`src/rtl/rgb_color_match_classifier_unit_assert.svh`:
```
// ----------------------------------------------------------------------------
// rgb color match classifier assertion macros
// shared property templates for the classifier rtl
// ----------------------------------------------------------------------------
`ifndef RGB_COLOR_MATCH_CLASSIFIER_UNIT_ASSERT_SVH
`define RGB_COLOR_MATCH_CLASSIFIER_UNIT_ASSERT_SVH

// condition in this cycle implies consequence in the same cycle
`define RCM_ASSERT_SAME(label, cond, cons) \
    label: assert property (@(posedge clk) disable iff (!rst_n) (cond) |-> (cons)) \
        else $error("rcm same-cycle check failed");

// condition in this cycle implies consequence in the next cycle
`define RCM_ASSERT_NEXT(label, cond, cons) \
    label: assert property (@(posedge clk) disable iff (!rst_n) (cond) |=> (cons)) \
        else $error("rcm next-cycle check failed");

`endif

```
`src/rtl/rcm_pkg.sv`:
```
`timescale 1ns / 1ps
// ----------------------------------------------------------------------------
// rcm_pkg
// types, codes and mapping constants of the rgb color match classifier
// ----------------------------------------------------------------------------
package rcm_pkg;

    typedef enum logic [3:0] {
        PH_RED   = 4'b0001,
        PH_GREEN = 4'b0010,
        PH_BLUE  = 4'b0100,
        PH_CALC  = 4'b1000
    } phase_t;

    localparam logic [1:0] PHASE_CODE_RED   = 2'd0;
    localparam logic [1:0] PHASE_CODE_GREEN = 2'd1;
    localparam logic [1:0] PHASE_CODE_BLUE  = 2'd2;
    localparam logic [1:0] PHASE_CODE_CALC  = 2'd3;

    // filter select, bit1 s2 bit0 s3
    localparam logic [1:0] FILTER_RED   = 2'd0;
    localparam logic [1:0] FILTER_GREEN = 2'd3;
    localparam logic [1:0] FILTER_BLUE  = 2'd1;

    localparam logic CMD_ADVANCE = 1'b0;
    localparam logic CMD_CLEAR   = 1'b1;

    localparam logic [2:0] CFG_FOOD_COLOR      = 3'd0;
    localparam logic [2:0] CFG_POISON_COLOR    = 3'd1;
    localparam logic [2:0] CFG_RED_TOLERANCE   = 3'd2;
    localparam logic [2:0] CFG_GREEN_TOLERANCE = 3'd3;
    localparam logic [2:0] CFG_BLUE_TOLERANCE  = 3'd4;

    // pulse width ranges per channel: short end maps to full scale
    localparam int RED_LO_I   = 6;
    localparam int RED_HI_I   = 62;
    localparam int GREEN_LO_I = 6;
    localparam int GREEN_HI_I = 70;
    localparam int BLUE_LO_I  = 1;
    localparam int BLUE_HI_I  = 20;
    localparam int FULL_SCALE = 255;

    // scaled reciprocals of the span, rounded up; exact for all offsets below the span
    localparam int LEVEL_SHIFT   = 12;
    localparam int RED_RECIP_I   = ((1 << LEVEL_SHIFT) * FULL_SCALE + (RED_HI_I - RED_LO_I) - 1)
                                   / (RED_HI_I - RED_LO_I);
    localparam int GREEN_RECIP_I = ((1 << LEVEL_SHIFT) * FULL_SCALE
                                   + (GREEN_HI_I - GREEN_LO_I) - 1) / (GREEN_HI_I - GREEN_LO_I);
    localparam int BLUE_RECIP_I  = ((1 << LEVEL_SHIFT) * FULL_SCALE
                                   + (BLUE_HI_I - BLUE_LO_I) - 1) / (BLUE_HI_I - BLUE_LO_I);

    localparam int RECIP_W  = 16;
    localparam int OFFSET_W = 6;
    localparam int PROD_W   = RECIP_W + OFFSET_W;

    localparam logic [7:0] RED_LO   = 8'(RED_LO_I);
    localparam logic [7:0] RED_HI   = 8'(RED_HI_I);
    localparam logic [7:0] GREEN_LO = 8'(GREEN_LO_I);
    localparam logic [7:0] GREEN_HI = 8'(GREEN_HI_I);
    localparam logic [7:0] BLUE_LO  = 8'(BLUE_LO_I);
    localparam logic [7:0] BLUE_HI  = 8'(BLUE_HI_I);
    localparam logic [RECIP_W-1:0] RED_RECIP   = RECIP_W'(RED_RECIP_I);
    localparam logic [RECIP_W-1:0] GREEN_RECIP = RECIP_W'(GREEN_RECIP_I);
    localparam logic [RECIP_W-1:0] BLUE_RECIP  = RECIP_W'(BLUE_RECIP_I);
    localparam logic [7:0] LEVEL_MAX = 8'(FULL_SCALE);

    typedef struct packed {
        logic [7:0] red;
        logic [7:0] green;
        logic [7:0] blue;
    } rgb_t;

    typedef struct packed {
        phase_t     phase;
        logic [7:0] width;
    } lvl_req_t;

    function automatic logic [1:0] phase_code(input phase_t ph);
        logic [1:0] code;
        unique case (ph)
            PH_RED:   code = PHASE_CODE_RED;
            PH_GREEN: code = PHASE_CODE_GREEN;
            PH_BLUE:  code = PHASE_CODE_BLUE;
            PH_CALC:  code = PHASE_CODE_CALC;
            default:  code = PHASE_CODE_RED;
        endcase
        return code;
    endfunction

    function automatic logic [1:0] filter_of(input phase_t ph);
        logic [1:0] sel;
        unique case (ph)
            PH_GREEN: sel = FILTER_GREEN;
            PH_BLUE:  sel = FILTER_BLUE;
            default:  sel = FILTER_RED;
        endcase
        return sel;
    endfunction

endpackage

```
`src/rtl/rcm_level_map.sv`:
```
`timescale 1ns / 1ps
// ----------------------------------------------------------------------------
// rcm_level_map
// maps a measured pulse width onto a 0..255 level for the active channel
// ----------------------------------------------------------------------------
module rcm_level_map (
    input  rcm_pkg::lvl_req_t req,
    output logic [7:0]        level
);
    import rcm_pkg::*;

    logic [7:0]          lo;
    logic [7:0]          hi;
    logic [RECIP_W-1:0]  recip;
    logic [7:0]          offset_full;
    logic [OFFSET_W-1:0] offset;
    logic [PROD_W-1:0]   prod;
    logic [7:0]          quot;

    always_comb
    begin
        unique case (req.phase)
            PH_GREEN:
            begin
                lo    = GREEN_LO;
                hi    = GREEN_HI;
                recip = GREEN_RECIP;
            end
            PH_BLUE:
            begin
                lo    = BLUE_LO;
                hi    = BLUE_HI;
                recip = BLUE_RECIP;
            end
            default:
            begin
                lo    = RED_LO;
                hi    = RED_HI;
                recip = RED_RECIP;
            end
        endcase
    end

    // offset stays below the span inside the range, so it fits in six bits
    assign offset_full = req.width - lo;
    assign offset      = offset_full[OFFSET_W-1:0];
    assign prod        = PROD_W'(offset) * PROD_W'(recip);
    assign quot        = prod[LEVEL_SHIFT +: 8];

    always_comb
    begin
        priority if (req.width == 8'd0)
            level = 8'd0;
        else if (req.width <= lo)
            level = LEVEL_MAX;
        else if (req.width >= hi)
            level = 8'd0;
        else
            level = LEVEL_MAX - quot;
    end

endmodule

```
`src/rtl/rcm_window_match.sv`:
```
`timescale 1ns / 1ps
// ----------------------------------------------------------------------------
// rcm_window_match
// tests all three stored levels against a reference color within tolerance
// ----------------------------------------------------------------------------
module rcm_window_match (
    input  logic [23:0]   ref_color,
    input  rcm_pkg::rgb_t levels,
    input  rcm_pkg::rgb_t tols,
    output logic          hit
);
    import rcm_pkg::*;

    rgb_t ref_rgb;

    function automatic logic near(input logic [7:0] lvl, input logic [7:0] ref_v,
                                  input logic [7:0] tol);
        logic [8:0] lvl_up;
        logic [8:0] ref_up;
        lvl_up = {1'b0, lvl} + {1'b0, tol};
        ref_up = {1'b0, ref_v} + {1'b0, tol};
        return (lvl_up >= {1'b0, ref_v}) && ({1'b0, lvl} <= ref_up);
    endfunction

    assign ref_rgb = ref_color;
    assign hit = near(levels.red, ref_rgb.red, tols.red)
              && near(levels.green, ref_rgb.green, tols.green)
              && near(levels.blue, ref_rgb.blue, tols.blue);

endmodule

```
`src/rtl/rgb_color_match_classifier_unit.sv`:
```
`timescale 1ns / 1ps
// ----------------------------------------------------------------------------
// rgb_color_match_classifier_unit
// four-phase color sensor sequencer with food and poison color matching
// ----------------------------------------------------------------------------
// usage
// - s_* stream: one transaction per sensor step; tuser is the command
//   (advance or clear flags), tdata the measured pulse width
// - m_* stream: one transaction per input transaction with the phase handled,
//   the next filter select, the three stored levels and both sticky flags
// - cfg_*: write enable, register index and data; write only while idle
// - an input transaction passes the input register, then the result register
// - throughput: one transaction per cycle while m_tready is high; the state
//   update of one item feeds the next through the combinational level map
//   and window compare
// - reset clears phase to red, all levels, flags and config registers
// - when m_tready is low the result register holds and the input register
//   still takes one more transaction before s_tready drops
// ----------------------------------------------------------------------------
module rgb_color_match_classifier_unit (
    input  logic        clk,
    input  logic        rst_n,
    input  logic        s_tvalid,
    output logic        s_tready,
    input  logic [7:0]  s_tdata,   // pulse_width[7:0]
    input  logic        s_tuser,   // command[0]
    output logic        m_tvalid,
    input  logic        m_tready,
    // phase_done[1:0], next_filter[3:2], red_level[11:4], green_level[19:12],
    // blue_level[27:20], food_flag[28], poison_flag[29], zero pad[31:30]
    output logic [31:0] m_tdata,
    input  logic        cfg_we,
    input  logic [2:0]  cfg_index,
    input  logic [23:0] cfg_data
);
    import rcm_pkg::*;

    logic [23:0] food_color_reg;
    logic [23:0] poison_color_reg;
    rgb_t        tol_reg;

    logic        in_valid_reg;
    logic        in_cmd_reg;
    logic [7:0]  in_width_reg;

    phase_t      phase_reg;
    phase_t      phase_next;
    rgb_t        level_reg;
    rgb_t        level_next;
    logic        food_seen_reg;
    logic        food_seen_next;
    logic        poison_seen_reg;
    logic        poison_seen_next;

    logic        out_valid_reg;
    logic [31:0] out_data_reg;
    logic [31:0] out_data_next;

    logic        advance;
    lvl_req_t    lvl_req;
    logic [7:0]  mapped_level;
    logic        poison_hit;
    logic        food_hit;
    logic        poison_after;

    assign advance  = in_valid_reg && (!out_valid_reg || m_tready);
    assign s_tready = !in_valid_reg || advance;
    assign m_tvalid = out_valid_reg;
    assign m_tdata  = out_data_reg;

    // configuration registers
    always_ff @(posedge clk or negedge rst_n)
    begin
        if (!rst_n)
        begin
            food_color_reg   <= '0;
            poison_color_reg <= '0;
            tol_reg          <= '0;
        end
        else if (cfg_we)
        begin
            unique case (cfg_index)
                CFG_FOOD_COLOR:      food_color_reg   <= cfg_data;
                CFG_POISON_COLOR:    poison_color_reg <= cfg_data;
                CFG_RED_TOLERANCE:   tol_reg.red      <= cfg_data[7:0];
                CFG_GREEN_TOLERANCE: tol_reg.green    <= cfg_data[7:0];
                CFG_BLUE_TOLERANCE:  tol_reg.blue     <= cfg_data[7:0];
                default:             ;
            endcase
        end
    end

    // input register
    always_ff @(posedge clk or negedge rst_n)
    begin
        if (!rst_n)
            in_valid_reg <= 1'b0;
        else if (s_tvalid && s_tready)
            in_valid_reg <= 1'b1;
        else if (advance)
            in_valid_reg <= 1'b0;
    end

    always_ff @(posedge clk)
    begin
        if (s_tvalid && s_tready)
        begin
            in_cmd_reg   <= s_tuser;
            in_width_reg <= s_tdata;
        end
    end

    assign lvl_req.phase = phase_reg;
    assign lvl_req.width = in_width_reg;

    rcm_level_map u_level_map (
        .req   (lvl_req),
        .level (mapped_level)
    );

    rcm_window_match u_poison_match (
        .ref_color (poison_color_reg),
        .levels    (level_reg),
        .tols      (tol_reg),
        .hit       (poison_hit)
    );

    rcm_window_match u_food_match (
        .ref_color (food_color_reg),
        .levels    (level_reg),
        .tols      (tol_reg),
        .hit       (food_hit)
    );

    assign poison_after = poison_hit || poison_seen_reg;

    always_comb
    begin
        phase_next       = phase_reg;
        level_next       = level_reg;
        food_seen_next   = food_seen_reg;
        poison_seen_next = poison_seen_reg;
        if (advance)
        begin
            if (in_cmd_reg == CMD_CLEAR)
            begin
                food_seen_next   = 1'b0;
                poison_seen_next = 1'b0;
            end
            else
            begin
                unique case (phase_reg)
                    PH_RED:
                    begin
                        level_next.red = mapped_level;
                        phase_next     = PH_GREEN;
                    end
                    PH_GREEN:
                    begin
                        level_next.green = mapped_level;
                        phase_next       = PH_BLUE;
                    end
                    PH_BLUE:
                    begin
                        level_next.blue = mapped_level;
                        phase_next      = PH_CALC;
                    end
                    default:
                    begin
                        // poison wins; food only checked while poison stays clear
                        if (poison_hit)
                        begin
                            food_seen_next   = 1'b0;
                            poison_seen_next = 1'b1;
                        end
                        if (!poison_after && food_hit)
                        begin
                            food_seen_next   = 1'b1;
                            poison_seen_next = 1'b0;
                        end
                        phase_next = PH_RED;
                    end
                endcase
            end
        end
    end

    assign out_data_next = {2'b00, poison_seen_next, food_seen_next, level_next.blue,
                            level_next.green, level_next.red, filter_of(phase_next),
                            phase_code(phase_reg)};

    always_ff @(posedge clk or negedge rst_n)
    begin
        if (!rst_n)
        begin
            phase_reg       <= PH_RED;
            level_reg       <= '0;
            food_seen_reg   <= 1'b0;
            poison_seen_reg <= 1'b0;
            out_valid_reg   <= 1'b0;
        end
        else
        begin
            phase_reg       <= phase_next;
            level_reg       <= level_next;
            food_seen_reg   <= food_seen_next;
            poison_seen_reg <= poison_seen_next;
            if (advance)
                out_valid_reg <= 1'b1;
            else if (m_tready)
                out_valid_reg <= 1'b0;
        end
    end

    always_ff @(posedge clk)
    begin
        if (advance)
            out_data_reg <= out_data_next;
    end

`include "rgb_color_match_classifier_unit_assert.svh"

    `RCM_ASSERT_SAME(a_flags_exclusive, 1'b1, !(food_seen_reg && poison_seen_reg))
    `RCM_ASSERT_NEXT(a_phase_holds_when_idle, !advance, $stable(phase_reg))
    `RCM_ASSERT_NEXT(a_clear_drops_flags, advance && (in_cmd_reg == CMD_CLEAR),
                     !food_seen_reg && !poison_seen_reg)
    `RCM_ASSERT_SAME(a_stall_only_when_full, !s_tready,
                     in_valid_reg && out_valid_reg && !m_tready)

endmodule
```
`config.mk`:
```
export PLATFORM = sky130hd
export DESIGN_NAME = rgb_color_match_classifier_unit
export DESIGN_NICKNAME = d
export VERILOG_FILES = /design/src/rtl/rcm_pkg.sv /design/src/rtl/rcm_level_map.sv /design/src/rtl/rcm_window_match.sv /design/src/rtl/rgb_color_match_classifier_unit.sv
export VERILOG_INCLUDE_DIRS = /design/src /design/src/rtl
export SDC_FILE = /design/constraint.sdc
export NUM_CORES = 1
export LEC_CHECK = 0
export ABC_CLOCK_PERIOD_IN_PS = 16500
export BUFFER_PORTS_ARGS = -buffer_cell sky130_fd_sc_hd__buf_2
export CAP_MARGIN = 20
export CORE_MARGIN = 2
export CORE_UTILIZATION = 30
export CTS_CLUSTER_DIAMETER = 120
export DETAILED_ROUTE_END_ITERATION = 6
export PLACE_DENSITY = 0.55
export SETUP_SLACK_MARGIN = 0.1
export SYNTH_ARGS = -nofsm -noshare
export SYNTH_HDL_FRONTEND = slang
export SYNTH_HIERARCHICAL = 1
export SYNTH_SLANG_ARGS = --single-unit
export TNS_END_PERCENT = 10
```
`constraint.sdc`:
```
create_clock -name clk -period 16.5 [get_ports clk]
set_input_delay 4.95 -clock clk [delete_from_list [all_inputs] [get_ports clk]]
set_output_delay 4.95 -clock clk [all_outputs]
set_load 0.02 [all_outputs]
```
==> flow_summary.toml <==
[status]
status = "finished with violations"
violations = "DRC"

[global_route]
grt_max_degree = 76
use_met1 = 0.210
grt_overflow = 0
grt_pass1_vias = 10300
use_met2 = 0.251
top_usage_layer = "met2"
grt_pass1_wl_mm = 55.8
gr-usage-met3 = 0.0215
groute.usage.overall = 0.152
antenna_found_initial = 0

[drt]
wl_per_cell_um = 17.0
via_count = 9992
finalWirelength_mm = 34.7
initialDrtViolationCount = 500
antenna_left = 0
drt-pass1-iter-count = 7
vias_per_cell = 4.88
drc_errors = 1

[layout]
fin_nets = 1763
layout-drive-gt1-share = 0.160
final_area_mm2 = 0.0154
largest_register_ffs = 30
postLayoutCoreUtil = 0.340
area_growth_pct = 12.4
antenna_cells = 0

[clock_network]
post_cts_buffers = 0
htreeDepth = 4
cts.sinks = 143
cts_resized = 0
cts_made_buffers = 17
clk_pin_slew_worst_paths_ps = 70
cts_tree = "yes"
clk_latency_ps = 440
ctsHoldBuffers = 0
cts-root-buf = "clkbuf_16"
clk_path_buf_depth = 2

[floorplanning]
die_y_um = 217
die_area_mm2 = 0.0473
core-area_mm2 = 0.0452
dieWidth_um = 217
ios = 75
rows = 78
start_util = 0.303

[worst_setup_path]
cp_max_fo = 4
crit_chain = "buf_2 -> nor2b_4 -> nand2_1 -> buf_2"
crit_required_ps = 11550
critPathLaunchType = "input pin"
critPathBufInv = 2
crit_top_cell = "buf_2"
end_kind = "output port"
critPathTopFamily = "buffers and inverters"
crit_arrival_ps = 5480
cp_slowest_cell = "buf_2"
cpPeakStageDelay_ps = 170
critical_path_class = "input pin to output port"

[logic_synthesis]
synth_edf_count = 39
synthArstFlopShare = 0.727
ys_seq_area_frac = 0.276
synthCells = 1362
ys.flop_type = "dfrtp_1"
syn_area_mm2 = 0.0137
avgSynthCellArea_um2 = 10.0
yosysUniqueCellTypes = 83
yosys_warnings = 6
ys_seq_elements = 143

[hold_path]
hold_path.class = "flop to flop"

[timing]
worst_slack_ps = 6070
skew_ps = 9.92
setup_tns_ps = 0
fmax_mhz = 95.9
rsz0062_at_grt = "no"
setup_viol = 0
drv_slew = 0
hold_viol = 0
max_slew_margin = 0.341
tightest_slew_ps = 986
finalCritPeriodShare = 0.632
fin_crit_ps = 10430

[place]
pre_cts_ws_ps = 6070
port_buffers = 72
dpl_cell_area_mm2 = 0.0147
dp_hpwl_mm = 28.2
place_congestion = 0.874

[run]
drv_cap = 0
[worst paths after layout]
kind,startpoint,to,slack [ps],cells past startpoint
setup / recovery,m_tready,s_tready,6070,4
hold / removal,in_valid_reg,m_tvalid,500,1
setup reg to reg,phase_reg[1],m_tdata[14],9220,23
hold reg to reg,in_valid_reg,m_tvalid,500,1
max in group asynchronous,rst_n,poison_color_reg[1],11000,3
min in group asynchronous,rst_n,poison_color_reg[23],4450,1
[cell families after synthesis]
| family | synth area share |
|---|---|
| buffers and inverters | 0.0598 |
| AO/OA/AOI/OAI | 0.132 |
| multiplexers | 0.0828 |
| adder cells (fa/ha/maj) | 0.297 |
| XOR/XNOR | 0.0487 |
| other | 0.000274 |
| AND/OR/NAND/NOR | 0.103 |
| flip-flops | 0.276 |
[layout make-up]
class,instances,area [µm²]
fillers,4585,29800
flip-flops and latches,143,3770
clock inverters,15,201
inverters,186,698
repair buffers,77,420
clock buffers,17,425
well taps,600,751
multi-input cells,1010,9090
[routing by layer]
layer  share of wire  vias up
met1            0.49     4849
met2            0.47      148
met4           0.013        0
met3           0.027       27
met5               0        -
li1                -     4968
[Yosys cell counts, types with 19 or more instances]
master	count	share of area
xnor2_1	44	0.028
mux2_2	89	0.073
nand2_1	66	0.018
dfrtp_1	103	0.19
xor2_1	32	0.021
nor2b_1	19	0.0087
inv_1	185	0.051
ha_1	224	0.21
a21oi_1	70	0.026
a21o_1	32	0.018
fa_1	63	0.092
nor3_1	19	0.0070
nor2_1	82	0.023
edfxtp_1	39	0.086
o21ai_0	38	0.014
nand4_1	19	0.0087
[cells in the final DEF, fill, tap and decap left out, drive strengths merged, types with 4 or more instances in the layout]
master  synthesis  routed
mux2           97      97
o31ai           6       6
a21o           32      32
nor4            5       5
a21oi          72      72
nand3          16      16
nor2b          20      20
clkbuf         15      17
o41ai          12      12
or3             7       7
a211o           5       5
nor2           82      82
o211ai          8       8
inv           185     191
a211oi         17      17
or2             7       7
a31oi           4       4
nand2          67      67
edfxtp         39      39
clkinv          1       5
nand4          19      19
a21boi          5       5
buf             9      77
o31a            4       4
o21ai          56      56
ha            224     224
xor2           32      32
o21bai          9       9
nand2b         10      10
dfrtp         103     103
o21a           13      13
xnor2          44      44
fa             63      63
nor3           20      20
a41oi           4       4
nor4b           5       5
[stage by stage]
stage	instances	hold WS [ps]
5_1_grt	2048	528
2_1_floorplan	1363	463
3_3_place_gp	2015	492
3_5_place_dp	2015	488
6_report	2048	497
4_1_cts	2047	499
Power is not shown: default switching activity piles up to over one toggle a cycle in this logic, so the estimate is an artifact.
